### config.mk
export PLATFORM = sky130hd
export DESIGN_NAME = split_register_lru_allocator
export DESIGN_NICKNAME = d
export VERILOG_FILES = /design/src/sra_pkg.sv /design/src/split_register_lru_allocator.sv /design/src/sra_regfile.sv /design/src/sra_scan.sv /design/src/sra_seq.sv
export SDC_FILE = /design/constraint.sdc
export NUM_CORES = 1
export LEC_CHECK = 0
export BUFFER_PORTS_ARGS = -buffer_cell sky130_fd_sc_hd__buf_2
export CORE_ASPECT_RATIO = 1.25
export CORE_MARGIN = 3
export CORE_UTILIZATION = 40
export CTS_BUF_LIST = sky130_fd_sc_hd__clkbuf_4 sky130_fd_sc_hd__clkbuf_8
export CTS_CLUSTER_SIZE = 25
export DETAILED_ROUTE_END_ITERATION = 8
export PLACE_DENSITY = 0.52
export SYNTH_ARGS = -nofsm -noshare
export SYNTH_HDL_FRONTEND = slang
export SYNTH_HIERARCHICAL = 1
export SYNTH_SLANG_ARGS = --single-unit
### constraint.sdc
create_clock -name clk -period 28 [get_ports clk]
set_clock_uncertainty 0.2 [all_clocks]
set_input_delay 2.8 -clock clk [delete_from_list [all_inputs] [get_ports clk]]
set_output_delay 2.8 -clock clk [all_outputs]
set_load 0.01 [all_outputs]
### src/sra_pkg.sv
// Constants, types and code helpers for the split register LRU allocator.
package sra_pkg;

  localparam int GROUPS    = 4;
  localparam int TAG_BITS  = 16;
  localparam int TIME_BITS = 32;
  localparam int PARTS     = 3;

  localparam int GRP_W = (GROUPS > 1) ? $clog2(GROUPS) : 1;
  localparam int TAG_W = (TAG_BITS < 16) ? TAG_BITS : 16;

  localparam logic [1:0] P_WORD = 2'd0;
  localparam logic [1:0] P_HIGH = 2'd1;
  localparam logic [1:0] P_LOW  = 2'd2;

  typedef enum logic [1:0] {
    REQ_ALLOC   = 2'd0,
    REQ_BIND    = 2'd1,
    REQ_REL     = 2'd2,
    REQ_REL_ALL = 2'd3
  } req_t;

  typedef enum logic [2:0] {
    ST_IDLE,
    ST_EXEC,
    ST_SCAN,
    ST_PLACE,
    ST_RESP
  } state_t;

  typedef logic [TAG_W-1:0]     tag_t;
  typedef logic [TIME_BITS-1:0] time_t;
  typedef logic [GRP_W-1:0]     grp_t;

  typedef struct packed {
    tag_t  [PARTS-1:0] tags;
    time_t [PARTS-1:0] times;
  } row_t;

  typedef struct packed {
    logic             clr_all;
    grp_t             row;
    logic [PARTS-1:0] set;
    logic [PARTS-1:0] clr;
  } wr_t;

  typedef struct packed {
    logic       hit;
    logic [1:0] hit_part;
    logic       free;
    logic       take;
    time_t      newest;
    logic [1:0] byte_off;
  } scan_t;

  typedef struct packed {
    logic       valid;
    logic [3:0] code;
    logic       load;
  } resp_t;

  // code / 3 for a 4-bit code: multiply by 11, keep bits 7 down to 5
  function automatic logic [3:0] code_grp(input logic [3:0] code);
    logic [7:0] p;
    p = {4'b0, code} * 8'd11;
    return {1'b0, p[7:5]};
  endfunction

  function automatic logic [1:0] code_part(input logic [3:0] code);
    logic [3:0] g;
    logic [3:0] g3;
    logic [3:0] r;
    g  = code_grp(code);
    g3 = (g << 1) + g;
    r  = code - g3;
    return r[1:0];
  endfunction

  function automatic logic [3:0] code_of(input grp_t g, input logic [1:0] p);
    logic [5:0] c;
    c = (6'(g) << 1) + 6'(g) + 6'(p);
    return c[3:0];
  endfunction

endpackage

### src/split_register_lru_allocator.sv
// Top level of the split register LRU allocator.
//
// Input channel: in_valid / in_stall carries one request (req_type, var_tag,
// is_byte, target_reg). A request is taken at a rising edge with in_valid
// high and in_stall low; in_stall stays high while a request is worked on.
// Output channel: out_valid / out_stall carries one result per request
// (out_reg, must_load), held in an output register until taken.
// Bind, release and release-all pass through the execute and respond states
// before the next acceptance. Allocate walks the groups through one compare
// unit, one group per cycle, and stops at a hit, at a free group or at the
// last group; after a free or last group it places the chosen group first.
// A new request is accepted while a result still waits in the output
// register; the block then holds its next result until the register frees.
// Reset empties all parts, zeroes the use clock and drops out_valid; no
// clearing pass is needed afterwards.
module split_register_lru_allocator import sra_pkg::*; (
  input  logic        clk,
  input  logic        rst,
  input  logic        in_valid,
  output logic        in_stall,
  input  logic [1:0]  req_type,
  input  logic [15:0] var_tag,
  input  logic        is_byte,
  input  logic [3:0]  target_reg,
  output logic        out_valid,
  input  logic        out_stall,
  output logic [3:0]  out_reg,
  output logic        must_load
);

  grp_t  rd_row;
  row_t  rd_data;
  wr_t   wr;
  tag_t  wr_tag;
  time_t wr_time;
  resp_t resp;
  logic  out_free;

  assign out_free = !out_valid || !out_stall;

  sra_regfile u_regfile (
    .clk     (clk),
    .rst     (rst),
    .rd_row  (rd_row),
    .rd_data (rd_data),
    .wr      (wr),
    .wr_tag  (wr_tag),
    .wr_time (wr_time)
  );

  sra_seq u_seq (
    .clk        (clk),
    .rst        (rst),
    .in_valid   (in_valid),
    .in_stall   (in_stall),
    .req_type   (req_type),
    .var_tag    (var_tag),
    .is_byte    (is_byte),
    .target_reg (target_reg),
    .out_free   (out_free),
    .resp       (resp),
    .rd_row     (rd_row),
    .rd_data    (rd_data),
    .wr         (wr),
    .wr_tag     (wr_tag),
    .wr_time    (wr_time)
  );

  always_ff @(posedge clk) begin
    if (rst) begin
      out_valid <= 1'b0;
    end else if (resp.valid) begin
      out_valid <= 1'b1;
    end else if (!out_stall) begin
      out_valid <= 1'b0;
    end
  end

  always_ff @(posedge clk) begin
    if (resp.valid) begin
      out_reg   <= resp.code;
      must_load <= resp.load;
    end
  end

endmodule

### src/sra_regfile.sv
// Tag and last-use time storage, one row per register group.
module sra_regfile import sra_pkg::*; (
  input  logic  clk,
  input  logic  rst,
  input  grp_t  rd_row,
  output row_t  rd_data,
  input  wr_t   wr,
  input  tag_t  wr_tag,
  input  time_t wr_time
);

  row_t rows [GROUPS];

  always_ff @(posedge clk) begin
    if (rst || wr.clr_all) begin
      for (int g = 0; g < GROUPS; g++) begin
        rows[g] <= '0;
      end
    end else begin
      for (int p = 0; p < PARTS; p++) begin
        if (wr.set[p]) begin
          rows[wr.row].tags[p]  <= wr_tag;
          rows[wr.row].times[p] <= wr_time;
        end else if (wr.clr[p]) begin
          rows[wr.row].tags[p]  <= '0;
          rows[wr.row].times[p] <= '0;
        end
      end
    end
  end

  assign rd_data = rows[rd_row];

endmodule

### src/sra_scan.sv
// Shared compare unit: evaluates one register group against the request.
module sra_scan import sra_pkg::*; (
  input  row_t  row,
  input  tag_t  tag,
  input  logic  byte_sz,
  input  time_t best,
  output scan_t res
);

  time_t tw;
  time_t th;
  time_t tl;
  time_t newest;

  always_comb begin
    tw = row.times[P_WORD];
    th = row.times[P_HIGH];
    tl = row.times[P_LOW];
    newest = tw;
    if (th >= newest) begin
      newest = th;
    end
    if (tl >= newest) begin
      newest = tl;
    end

    res = '0;
    if (!byte_sz) begin
      res.hit      = (tag != '0) && (row.tags[P_WORD] == tag);
      res.hit_part = P_WORD;
      res.free     = (tw == '0) && (th == '0) && (tl == '0);
    end else begin
      // low part is checked before high
      if (row.tags[P_LOW] == tag) begin
        res.hit      = 1'b1;
        res.hit_part = P_LOW;
      end else if (row.tags[P_HIGH] == tag) begin
        res.hit      = 1'b1;
        res.hit_part = P_HIGH;
      end
      res.free = ((tl == '0) || (th == '0)) && (tw == '0);
    end
    res.take     = (best >= newest);
    res.newest   = newest;
    res.byte_off = (tl > th) ? P_HIGH : P_LOW;
  end

endmodule

### src/sra_seq.sv
// Request sequencer: walks the groups one per cycle through the compare unit.
module sra_seq import sra_pkg::*; (
  input  logic       clk,
  input  logic       rst,
  input  logic       in_valid,
  output logic       in_stall,
  input  logic [1:0] req_type,
  input  logic [15:0] var_tag,
  input  logic       is_byte,
  input  logic [3:0] target_reg,
  input  logic       out_free,
  output resp_t      resp,
  output grp_t       rd_row,
  input  row_t       rd_data,
  output wr_t        wr,
  output tag_t       wr_tag,
  output time_t      wr_time
);

  state_t state;
  state_t state_next;

  req_t       q_req;
  tag_t       q_tag;
  logic       q_byte;
  logic [3:0] q_code;

  time_t use_clock;
  time_t clock_inc;
  grp_t  grp;
  grp_t  seg;
  time_t best;

  logic [3:0] res_code;
  logic       res_load;
  logic       res_we;
  logic [3:0] res_code_next;
  logic       res_load_next;

  logic [3:0] code_g;
  logic [1:0] code_p;
  logic       in_range;
  grp_t       code_row;
  logic       eff_byte;
  logic       last;
  scan_t      sc;

  assign clock_inc = use_clock + TIME_BITS'(1);
  assign code_g    = code_grp(q_code);
  assign code_p    = code_part(q_code);
  assign in_range  = {1'b0, code_g} < 5'(GROUPS);
  assign code_row  = code_g[GRP_W-1:0];
  assign eff_byte  = (q_tag == '0) ? (code_p != P_WORD) : q_byte;
  assign last      = (grp == GRP_W'(GROUPS - 1));
  assign rd_row    = (state == ST_PLACE) ? seg : grp;

  sra_scan u_scan (
    .row     (rd_data),
    .tag     (q_tag),
    .byte_sz (eff_byte),
    .best    (best),
    .res     (sc)
  );

  always_comb begin
    state_next = state;
    case (state)
      ST_IDLE: begin
        if (in_valid) state_next = ST_EXEC;
      end
      ST_EXEC: begin
        state_next = (q_req == REQ_ALLOC) ? ST_SCAN : ST_RESP;
      end
      ST_SCAN: begin
        if (sc.hit) begin
          state_next = ST_RESP;
        end else if (sc.free || last) begin
          state_next = ST_PLACE;
        end
      end
      ST_PLACE: state_next = ST_RESP;
      ST_RESP: begin
        if (out_free) state_next = ST_IDLE;
      end
      default: state_next = ST_IDLE;
    endcase
  end

  always_comb begin
    in_stall      = (state != ST_IDLE);
    wr            = '0;
    wr_tag        = q_tag;
    wr_time       = (state == ST_EXEC) ? clock_inc : use_clock;
    res_we        = 1'b0;
    res_code_next = q_code;
    res_load_next = 1'b0;
    resp.valid    = (state == ST_RESP) && out_free;
    resp.code     = res_code;
    resp.load     = res_load;
    case (state)
      ST_EXEC: begin
        wr.row = code_row;
        case (q_req)
          REQ_BIND: begin
            wr.set[code_p] = in_range;
            res_we         = 1'b1;
            res_load_next  = 1'b1;
          end
          REQ_REL: begin
            wr.clr[code_p] = in_range;
            res_we         = 1'b1;
          end
          REQ_REL_ALL: begin
            wr.clr_all    = 1'b1;
            res_we        = 1'b1;
            res_code_next = '0;
          end
          default: ;
        endcase
      end
      ST_SCAN: begin
        wr.row = grp;
        if (sc.hit) begin
          // refresh the part that already holds the variable
          wr.set[sc.hit_part] = 1'b1;
          res_we              = 1'b1;
          res_code_next       = code_of(grp, sc.hit_part);
        end
      end
      ST_PLACE: begin
        wr.row        = seg;
        res_we        = 1'b1;
        res_load_next = 1'b1;
        if (!eff_byte) begin
          wr.set[P_WORD] = 1'b1;
          wr.clr[P_HIGH] = 1'b1;
          wr.clr[P_LOW]  = 1'b1;
          res_code_next  = code_of(seg, P_WORD);
        end else begin
          wr.set[sc.byte_off] = 1'b1;
          wr.clr[P_WORD]      = 1'b1;
          res_code_next       = code_of(seg, sc.byte_off);
        end
      end
      default: ;
    endcase
  end

  always_ff @(posedge clk) begin
    if (rst) begin
      state <= ST_IDLE;
    end else begin
      state <= state_next;
    end
  end

  always_ff @(posedge clk) begin
    if (rst) begin
      use_clock <= '0;
      grp       <= '0;
      seg       <= '0;
    end else begin
      case (state)
        ST_EXEC: begin
          if (q_req == REQ_ALLOC || q_req == REQ_BIND) begin
            use_clock <= clock_inc;
          end
          grp <= '0;
          seg <= '0;
        end
        ST_SCAN: begin
          if (!sc.hit) begin
            if (sc.free) begin
              seg <= grp;
            end else begin
              if (sc.take) seg <= grp;
              if (!last) grp <= grp + GRP_W'(1);
            end
          end
        end
        default: ;
      endcase
    end
  end

  always_ff @(posedge clk) begin
    if (state == ST_IDLE && in_valid) begin
      q_req  <= req_t'(req_type);
      q_tag  <= var_tag[TAG_W-1:0];
      q_byte <= is_byte;
      q_code <= target_reg;
    end
    if (state == ST_EXEC) begin
      best <= clock_inc;
    end else if (state == ST_SCAN && !sc.hit && !sc.free && sc.take) begin
      best <= sc.newest;
    end
    if (res_we) begin
      res_code <= res_code_next;
      res_load <= res_load_next;
    end
  end

endmodule

==> results of run 1 <==
==> area by class of cell <==
cell class | instances | area, µm² | area share (%)
Clock buffer | 157 | 1920 | 4.85
Sequential cell | 681 | 20000 | 50.6
Tap cell | 1178 | 1470 | 3.72
Clock inverter | 43 | 313 | 0.789
Multi-Input combinational cell | 1713 | 14800 | 37.4
Timing Repair Buffer | 90 | 606 | 1.53
Antenna cell | 1 | 2.50 | 0.00631
Inverter | 118 | 443 | 1.12
==> final timing paths <==
path | cells past startpoint | slack (ns) | to | startpoint
hold reg to reg | 0 | 0.21 | out_reg[2]$_DFFE_PP_ | u_seq/res_code[2]$_DFFE_PP_
hold / removal | 0 | 0.21 | out_reg[2]$_DFFE_PP_ | u_seq/res_code[2]$_DFFE_PP_
setup reg to reg | 33 | 14.96 | u_seq/best[23]$_DFFE_PP_ | u_seq/state[2]$_SDFFE_PP0P_
setup / recovery | 33 | 14.96 | u_seq/best[23]$_DFFE_PP_ | u_seq/state[2]$_SDFFE_PP0P_
==> where the power goes <==
part / leakage, nW / switching, mW / internal (mW)
Combinational: 7.23 / 0.232 / 0.135
Sequential: 6.93 / 0.0197 / 1.18
Clock: 1.18 / 0.412 / 0.471
Total: 15.3 / 0.664 / 1.78
==> cells by family after synthesis <==
logic type                 after synthesis  synth area share, %
and+or+nand+nor                        955                 15.5
DFF                                    681                 55.5
buffers and inverters                  321                 4.17
muxes                                  242                 12.1
AOI/OAI and AO/OA                      232                 4.02
adders and majority gates              152                 5.32
xor gates and xnor gates               132                 3.28
==> metrics by stage <==
step           instance area, µm²  utilization (%)
6_report                    39600             44.5
3_3_place_gp                37400             42.0
2_1_floorplan               36100                -
4_1_cts                     39600             44.5
3_5_place_dp                37400             42.0
5_1_grt                     39600             44.5
==> synth_stat cells, drive strengths merged (23+ instances only) <==
library cell and number:
edfxtp 641, and2 436, and3 159, ha 148
mux4 144, clkbuf 126, inv 118, nand2 99
o21ai 88, xnor2 83, buf 77, nor2 74
mux2i 65, a21oi 62, xor2 49, nand4 45
dfxtp 40, nor4 39, a21o 35, mux2 33
nand3 23
==> per-layer routing <==
| layer | vias up | share of wire [%] |
|---|---|---|
| li1 | 10014 | - |
| met1 | 11527 | 40 |
| met2 | 725 | 50 |
| met3 | 204 | 5.5 |
| met4 | 0 | 4.2 |
| met5 | - | 0 |
==> worst reg2reg max path, delay by kind of cell, from the launching register on <==
family	cells	cell delay, ns
adders and majority gates	3	0.98
and+or+nand+nor	5	0.86
DFF	1	0.51
muxes	3	1.22
AOI/OAI and AO/OA	14	4.88
buffers and inverters	8	4.01
==> summary.txt, run 1 <==
Status
  – Status: complete, no violations

Finish
  – Largest registers: u_regfile/rows x576, u_seq/best x32, u_seq/use_clock x32
  – Post-Layout Cell Count: 3981
  – Layout cell share with drive strength beyond 1: 17.6%
  – Fillers: 8090
  – Max FFs per register: 576
  – Commonest cells after routing, fill and taps aside: edfxtp_1 (641), and2_1 (435), and3_1 (159)
  – P&R area growth vs syn: 9.78%
  – NumNets Final: 2892
  – Top reg by flops: u_regfile/rows
  – Most common cell after layout, fill and taps aside: edfxtp_1

Clock tree
  – Clock sink count: 681
  – H-tree levels: 3
  – Post-CTS Resized: 0
  – Clock tree buffer depth: 3
  – Hold_buf cts: 0
  – Root Buffer: clkbuf_8
  – Worst-path clk slew: 0.06 ns
  – Clk_lat worst skew: 0.76 ns
  – Post-CTS setup buffer count: 0
  – Num CTS Buffers: 110
  – CTS tree: done

Worst setup path
  – Crit start category: register
  – Max FO, Critical Path: 50
  – CP most frequent cell: buf_4
  – CP peak stage delay: 1.02 ns
  – CP required: 28.17 ns
  – CP endpoint kind: register
  – Arrival @ worst endpoint: 13.21 ns
  – Worst path slowest cell: o21ai_4
  – CP Class: reg -> reg
  – Cell family with most CP delay: compound AO/OA/AOI/OAI gates
  – Crit path buffers/inverters: 8

Route
  – Routed WL: 105000 µm
  – 1st-iter DRT viols: 1725
  – Vias/cell: 5.64
  – Routed WL per cell: 26.3 µm
  – Antenna Nets Post-Route: 0
  – Number of detailed-route iterations in the first pass: 5
  – Routed vias: 22470
  – DRC Markers: 0

Pwr
  – Worst vdd ir: 0.0000403 V
  – Total power: 2.45 mW
  – LEAKAGE: 15.3 nW
  – P per Cell Area: 61.7 nW/µm²

STA
  – Fin crit period: 13.04 ns
  – RSZ-0062 raised after global routing: false
  – Setup TNS: 0 ns
  – Final period util: 46.6%
  – Fin worst setup slack: 14.96 ns
  – Worst hold slack: 0.210 ns
  – Worst-Margin Slew: 1.43 ns
  – Max Freq: 76.7 MHz
  – Max-slew headroom: 4.05%
  – Final setup violation count: 0
  – Fin. max-slew vios: 0
  – Fin. Hold Viols: 0

Synth
  – Syn avg cell area: 13.3 µm²
  – Synth top area cells: edfxtp_1 (53%), mux4_2 (9.0%), and2_1 (7.5%), ha_1 (5.1%), and3_1 (2.8%)
  – Syn_nets: 2893
  – Sequential fraction of the synthesis area: 55.5%
  – Distinct cells, synth: 82
  – Area of the mapped netlist: 36100 µm²
  – Post-synth top area share: 53.3%
  – Count of state elements after synthesis: 681
  – Synth Warn #: 6
  – Fraction of registers with async set/reset: 0%
  – Post-synth EDFFs: 641
  – Synth Instances: 2715
  – Synth area leader: edfxtp_1
  – Synth Flop Type: edfxtp_1

Die
  – Chip height: 342 µm
  – Io pins: 34
  – Die width: 275 µm
  – Initial Utilization: 40.6%
  – Core area: 89000 µm²
  – # rows: 122
  – DIE AREA: 93900 µm²

Global routing
  – GR Util met3: 3.45%
  – First-pass GRT wire length: 154000 µm
  – Vias in the first global route: 23724
  – Initial antenna violation count: 4
  – Remaining global-route overflow: 0
  – Total GRT Usage: 22.5%
  – Grt met1 use: 28.0%
  – Largest net degree at the start of global routing: 86
  – Met2 Track Usage GR: 38.6%
  – Gr busiest metal: met2

Placement
  – Place WS: 14.92 ns
  – Port bufs: 33
  – Final GP Congestion: 0.865
  – Final HPWL DP: 65000 µm
  – Post-Place Cells: 3780

Worst hold path
  – Hold WC Path Type: reg -> reg

Run
  – Max-cap violations: 0
Note: power is estimated with default switching activity, not from simulation.
==> inputs of run 2 (changes only) <==
==> constraint.sdc (replaced) <==
create_clock -name clk -period 12.95 [get_ports clk]
set_clock_uncertainty 0.2 [all_clocks]
set_input_delay 1.295 -clock clk [delete_from_list [all_inputs] [get_ports clk]]
set_output_delay 1.295 -clock clk [all_outputs]
set_load 0.01 [all_outputs]
==> summary.txt, run 2 (synthesis results as in run 1) <==
Status
  – Status: complete, no violations

Worst hold path
  – Hold WC Path Type: reg -> reg

Finish
  – Commonest cells after routing, fill and taps aside: edfxtp_1 (641), and2_1 (435), and3_1 (159)
  – Top reg by flops: u_regfile/rows
  – Area of the multi-input gates: 14800 µm² (about the same)
  – Fillers: 8059 (-0.38%)
  – Largest registers: u_regfile/rows x576, u_seq/best x32, u_seq/use_clock x32
  – NumNets Final: 2898 (+0.21%)
  – Layout cell share with drive strength beyond 1: 17.5% (-0.093 points)
  – Most common cell after layout, fill and taps aside: edfxtp_1
  – Final Util: 44.5% (-0.082 points)
  – Register area: 20000 µm² (unchanged)
  – P&R area growth vs syn: 9.58%
  – Max FFs per register: 576 (unchanged)
  – Post-route cell area: 39600 µm² (-0.18%)
  – Post-Layout Cell Count: 3974 (-0.18%)

Worst setup path
  – CP most frequent cell: a21o_1
  – CP peak stage delay: 0.69 ns (-0.33 ns)
  – Cell family with most CP delay: compound AO/OA/AOI/OAI gates
  – Max FO, Critical Path: 72 (+44%)
  – CP endpoint kind: register
  – CP Class: reg -> reg
  – Crit start category: register
  – Crit path buffers/inverters: 4 (-4)
  – Arrival @ worst endpoint: 11.54 ns (-1.67 ns)
  – Worst path slowest cell: a221oi_4
  – CP required: 13.35 ns (-14.82 ns)

Die
  – # rows: 122 (unchanged)
  – Die width: 275 µm (unchanged)
  – Initial Utilization: 40.6% (unchanged)
  – DIE AREA: 93900 µm² (unchanged)
  – Chip height: 342 µm (unchanged)
  – Io pins: 34 (unchanged)
  – Core area: 89000 µm² (unchanged)

Clock tree
  – Num CTS Buffers: 113 (+2.7%)
  – Root Buffer: clkbuf_8
  – Clock tree buffer depth: 3 (unchanged)
  – Clk_lat worst skew: 0.74 ns (-0.02 ns)
  – H-tree levels: 3 (unchanged)
  – Post-CTS Resized: 0 (unchanged)
  – Worst-path clk slew: 0.06 ns (about the same)
  – CTS tree: done
  – Hold_buf cts: 0 (unchanged)
  – Clock sink count: 681 (unchanged)
  – Post-CTS setup buffer count: 0 (unchanged)

Run
  – Max-cap violations: 0 (unchanged)

Route
  – DRC Markers: 0 (unchanged)
  – Routed WL per cell: 26.8 µm (+1.8%)
  – Number of detailed-route iterations in the first pass: 5 (unchanged)
  – 1st-iter DRT viols: 1775 (+2.9%)
  – Routed WL: 106000 µm (+1.6%)
  – Vias/cell: 5.62 (-0.39%)
  – Routed vias: 22342 (-0.57%)
  – Antenna Nets Post-Route: 0 (unchanged)

Global routing
  – Largest net degree at the start of global routing: 94 (+9.3%)
  – Initial antenna violation count: 2 (-2)
  – GR Util met3: 3.05% (-0.40 points)
  – Vias in the first global route: 23805 (+0.34%)
  – Remaining global-route overflow: 0 (unchanged)
  – Grt met1 use: 27.7% (-0.36 points)
  – First-pass GRT wire length: 157000 µm (+1.8%)
  – Gr busiest metal: met2
  – Met2 Track Usage GR: 41.2% (+2.6 points)
  – Total GRT Usage: 23.0% (+0.44 points)

STA
  – Fin. Hold Viols: 0 (unchanged)
  – Final period util: 86.0% (+39 points)
  – Setup TNS: 0 ns (unchanged)
  – Max Freq: 89.7 MHz (+17%)
  – Fin crit period: 11.14 ns (-1.90 ns)
  – Max-slew headroom: 14.1% (+10 points)
  – Final setup violation count: 0 (unchanged)
  – Fin. max-slew vios: 0 (unchanged)
  – Worst-Margin Slew: 1.28 ns (-0.150 ns)
  – RSZ-0062 raised after global routing: false

Pwr
  – Sw frac: 27.0% (-0.10 points)
  – LEAKAGE: 15.3 nW (-0.23%)
  – P per Cell Area: 132 nW/µm² (+110%)
  – Worst vdd ir: 0.000111 V (+180%)
  – Clock power share: 35.0% (-1.1 points)
  – Total power: 5.21 mW (+110%)
  – Psw: 1.41 mW (+110%)
  – Comb pwr share: 15.4% (+0.4 points)
  – Internal power: 3.80 mW (+110%)
  – Seq pwr share: 49.6% (+0.7 points)

Placement
  – Final GP Congestion: 0.829 (-4.1%)
  – Final HPWL DP: 67000 µm (+3.1%)
  – Post-Place Cells: 3783 (+0.079%)
  – DP Area: 37500 µm² (+0.19%)
  – Port bufs: 33 (unchanged)
[run 2: changes by cell type in the layout (fill, tap and decap cells not counted), sizes merged]
cell	before	now
clkinv	34	28
buf	90	93
clkbuf	157	154
bufinv	3	2
diode	1	2
inv	122	121
[run 2: cell type report]
class                   instances  area share [%]
clock inverters                35           0.560
flip-flops and latches        681            50.7
inverters                     118            1.12
multi-input cells            1713            37.5
diodes                          2          0.0127
well taps                    1178            3.73
repair buffers                 93            1.68
clock buffers                 154            4.73
[run 2: worst reg2reg max path: cells and delay by family, from the launching register on]
| kind | cells | cell delay [ns] |
|---|---|---|
| buf+inv | 4 | 1.46 |
| simple gates | 7 | 1.19 |
| flops | 1 | 0.56 |
| compound gates | 20 | 5.36 |
| fa+ha+maj | 3 | 0.89 |
| mux | 3 | 1.40 |
[run 2: power groups by stage]
| stage | logic (mW) | registers (mW) | clock network (mW) |
|---|---|---|---|
| after floorplan | 0.538 | 2.63 | 0 |
| after global placement | 0.799 | 2.62 | 0 |
| after detailed placement | 0.806 | 2.63 | 0 |
| after CTS | 0.809 | 2.59 | 1.88 |
| after global routing | 0.870 | 2.59 | 1.97 |
| final | 0.805 | 2.58 | 1.82 |
[run 2: through the flow]
stage / hold slack (ns) / worst slack (ns)
final: 0.197 / 1.81
after detailed placement: 0.209 / 1.84
after global placement: 0.204 / 1.96
after CTS: 0.197 / 1.85
after floorplan: 0.200 / 1.77
after global routing: 0.209 / 1.09
[run 2: worst paths after layout]
check                                   end                         from  slack, ns  cells past startpoint
setup / recovery  u_seq/seg[1]$_SDFFE_PP0P_  u_seq/state[1]$_SDFFE_PP0P_       1.81                     37
setup reg to reg  u_seq/seg[1]$_SDFFE_PP0P_  u_seq/state[1]$_SDFFE_PP0P_       1.81                     37
hold reg to reg         must_load$_DFFE_PP_     u_seq/res_load$_DFFE_PP_       0.20                      0
hold / removal          must_load$_DFFE_PP_     u_seq/res_load$_DFFE_PP_       0.20                      0
[run 2: layer usage]
metal  wire length, µm  part of all wire [%]
met5                 0                     0
met4              4160                   3.9
met3              5010                   4.7
met2             55200                    52
met1             42100                    40
==> inputs of run 3 (changes only) <==
--- a/config.mk
+++ b/config.mk
@@ -13,6 +13,7 @@
 export CTS_CLUSTER_SIZE = 25
 export DETAILED_ROUTE_END_ITERATION = 8
 export PLACE_DENSITY = 0.52
+export RECOVER_POWER = 50
 export SYNTH_ARGS = -nofsm -noshare
 export SYNTH_HDL_FRONTEND = slang
 export SYNTH_HIERARCHICAL = 1
==> summary.txt, run 3 (synthesis results as in run 1) <==
Status
  – Status: finished, violations left
  – Failing checks: max-capacitance violations, max-slew violations

Die
  – Chip height: 342 µm (unchanged)
  – DIE AREA: 93900 µm² (unchanged)
  – Core area: 89000 µm² (unchanged)
  – # rows: 122 (unchanged)
  – Die width: 275 µm (unchanged)
  – Io pins: 34 (unchanged)
  – Initial Utilization: 40.6% (unchanged)

Finish
  – Most common cell after layout, fill and taps aside: edfxtp_1
  – Largest registers: u_regfile/rows x576, u_seq/best x32, u_seq/use_clock x32
  – NumNets Final: 2898 (unchanged)
  – P&R area growth vs syn: 8.84%
  – Commonest cells after routing, fill and taps aside: edfxtp_1 (641), and2_1 (245), and2_0 (191)
  – Top reg by flops: u_regfile/rows
  – Layout cell share with drive strength beyond 1: 16.0% (-1.5 points)
  – Max FFs per register: 576 (unchanged)

Worst hold path
  – Worst Hold End: must_load$_DFFE_PP_
  – Hold WC Path Type: reg -> reg
  – Hold path start: u_seq/res_load$_DFFE_PP_
  – Hold Crit Depth: 0 (unchanged)

Global routing
  – Largest net degree at the start of global routing: 94 (unchanged)
  – First-pass GRT wire length: 157000 µm (unchanged)
  – Total GRT Usage: 23.0% (unchanged)
  – Vias in the first global route: 23805 (unchanged)
  – Remaining global-route overflow: 0 (unchanged)
  – Initial antenna violation count: 2 (unchanged)

Route
  – Antenna Nets Post-Route: 0 (unchanged)
  – Number of detailed-route iterations in the first pass: 5 (unchanged)
  – Vias/cell: 5.62 (about the same)
  – Routed WL per cell: 26.8 µm (about the same)
  – DRC Markers: 0 (unchanged)
  – Routed WL: 106000 µm (about the same)
  – Routed vias: 22335 (-0.031%)
  – 1st-iter DRT viols: 1811 (+2.0%)

Clock tree
  – Num CTS Buffers: 113 (unchanged)
  – H-tree levels: 3 (unchanged)
  – Root Buffer: clkbuf_8
  – Hold_buf cts: 0 (unchanged)
  – Clk_lat worst skew: 0.75 ns (about the same)
  – CTS tree: done
  – Post-CTS Resized: 0 (unchanged)
  – Post-CTS setup buffer count: 0 (unchanged)
  – Clock sink count: 681 (unchanged)
  – Worst-path clk slew: 0.06 ns (about the same)
  – Clock tree buffer depth: 3 (unchanged)

Run
  – Max-cap violations: 27 (+27)

Worst setup path
  – CP required: 13.10 ns (-0.25 ns)
  – Worst-path cell chain: ha_1, ha_1, ha_1, a41o_1, a21oi_1, xnor2_1, ha_1, ha_1, nor2_1, xor2_1, xnor2_2, xnor2_1, a31oi_1, nor4_1, nand4_1, nand3b_1, nand2_1, nor3_1, nor2_1, o211ai_1, nor2_1, o21ai_0, buf_4
  – CP most frequent cell: ha_1
  – RR Startpoint: u_seq/q_code[0]$_DFFE_PP_
  – Reg2reg end: u_regfile/rows[0][21]$_SDFFCE_PN0P_
  – Worst path slowest cell: o21ai_0
  – CP Class: reg -> reg
  – Max FO, Critical Path: 28 (-61%)
  – Arrival @ worst endpoint: 11.95 ns (+0.41 ns)
  – CP peak stage delay: 3.50 ns (+2.81 ns)
  – R2R Setup Slk: 1.15 ns (-0.66 ns)
  – CP endpoint kind: register
  – R2R depth: 23 (-38%)
  – Crit start category: register

STA
  – Fin. max-slew vios: 663 (+663)
  – Worst-Margin Slew: 4.71 ns (+3.43 ns)
  – Worst hold slack: 0.196 ns (-0.00163 ns)
  – Final setup violation count: 0 (unchanged)
  – Fin worst setup slack: 1.15 ns (-0.661 ns)
  – Fin crit period: 11.80 ns (+0.661 ns)
  – RSZ-0062 raised after global routing: false
  – Max Freq: 84.7 MHz (-5.6%)
  – Final period util: 91.1% (+5.1 points)
  – Setup TNS: 0 ns (unchanged)
  – Fin. Hold Viols: 0 (unchanged)
  – Max-slew headroom: -217% (-230 points)

Pwr
  – Worst vdd ir: 0.000111 V (about the same)
  – LEAKAGE: 15.0 nW (-2.2%)
  – P per Cell Area: 132 nW/µm² (+0.36%)

Placement
  – Place WS: 1.84 ns (unchanged)
  – Final HPWL DP: 67000 µm (unchanged)
  – Port bufs: 33 (unchanged)
  – Final GP Congestion: 0.829 (unchanged)
## run 3: final cells by class
| cell class | count | area, µm² |
|---|---|---|
| Antenna cell | 3 | 7.51 |
| Inverter | 118 | 443 |
| Tap cell | 1178 | 1470 |
| Clock buffer | 154 | 1870 |
| Sequential cell | 681 | 20000 |
| Timing Repair Buffer | 93 | 608 |
| Multi-Input combinational cell | 1713 | 14600 |
| Clock inverter | 35 | 221 |
| Fill cell | 8093 | 49700 |
## run 3: worst max path at each step
stage                                           start                                  end  slack, ns
final                       u_seq/q_code[0]$_DFFE_PP_  u_regfile/rows[0][21]$_SDFFCE_PN0P_       1.15
after global routing        u_seq/q_code[0]$_DFFE_PP_   u_regfile/rows[0][5]$_SDFFCE_PN0P_       0.63
after CTS                 u_seq/state[1]$_SDFFE_PP0P_            u_seq/seg[1]$_SDFFE_PP0P_       1.85
after detailed placement  u_seq/state[1]$_SDFFE_PP0P_            u_seq/seg[0]$_SDFFE_PP0P_       1.84
after global placement    u_seq/state[1]$_SDFFE_PP0P_            u_seq/seg[0]$_SDFFE_PP0P_       1.96
after floorplan           u_seq/state[1]$_SDFFE_PP0P_              u_seq/best[0]$_DFFE_PP_       1.77
## run 3: layer usage
layer / part of all wire (%) / GRT usage [%] / vias to the layer above
met3: 4.6 / 3.05 / 210
li1: - / - / 9997
met2: 52 / 41.2 / 602
met1: 40 / 27.7 / 11526
met5: 0 / 0 / -
met4: 3.9 / 9.31 / 0
## run 3: metrics by stage
step	total power, mW	area [µm²]	utilization [%]	instances
2_1_floorplan	3.17	36100	-	2715
3_3_place_gp	3.42	37500	42.1	3783
3_5_place_dp	3.44	37500	42.1	3783
4_1_cts	5.27	39600	44.4	3972
5_1_grt	5.42	39300	44.1	3973
6_report	5.20	39300	44.1	3975
## run 3: worst max-delay path: cells and delay by family, from the launching register on
kind,cells,cell delay (ns)
flip-flops,1,0.47
AO/OA/AOI/OAI,5,4.79
buffers and inverters,1,0.90
AND/OR/NAND/NOR,8,2.46
XOR/XNOR,4,1.16
adder cells (fa/ha/maj),5,1.39
## run 3: report_power, final
part	total (mW)	internal [mW]	switching [mW]
Clock	1.82	0.964	0.860
Sequential	2.59	2.55	0.0404
Combinational	0.784	0.285	0.499
Total	5.20	3.80	1.40
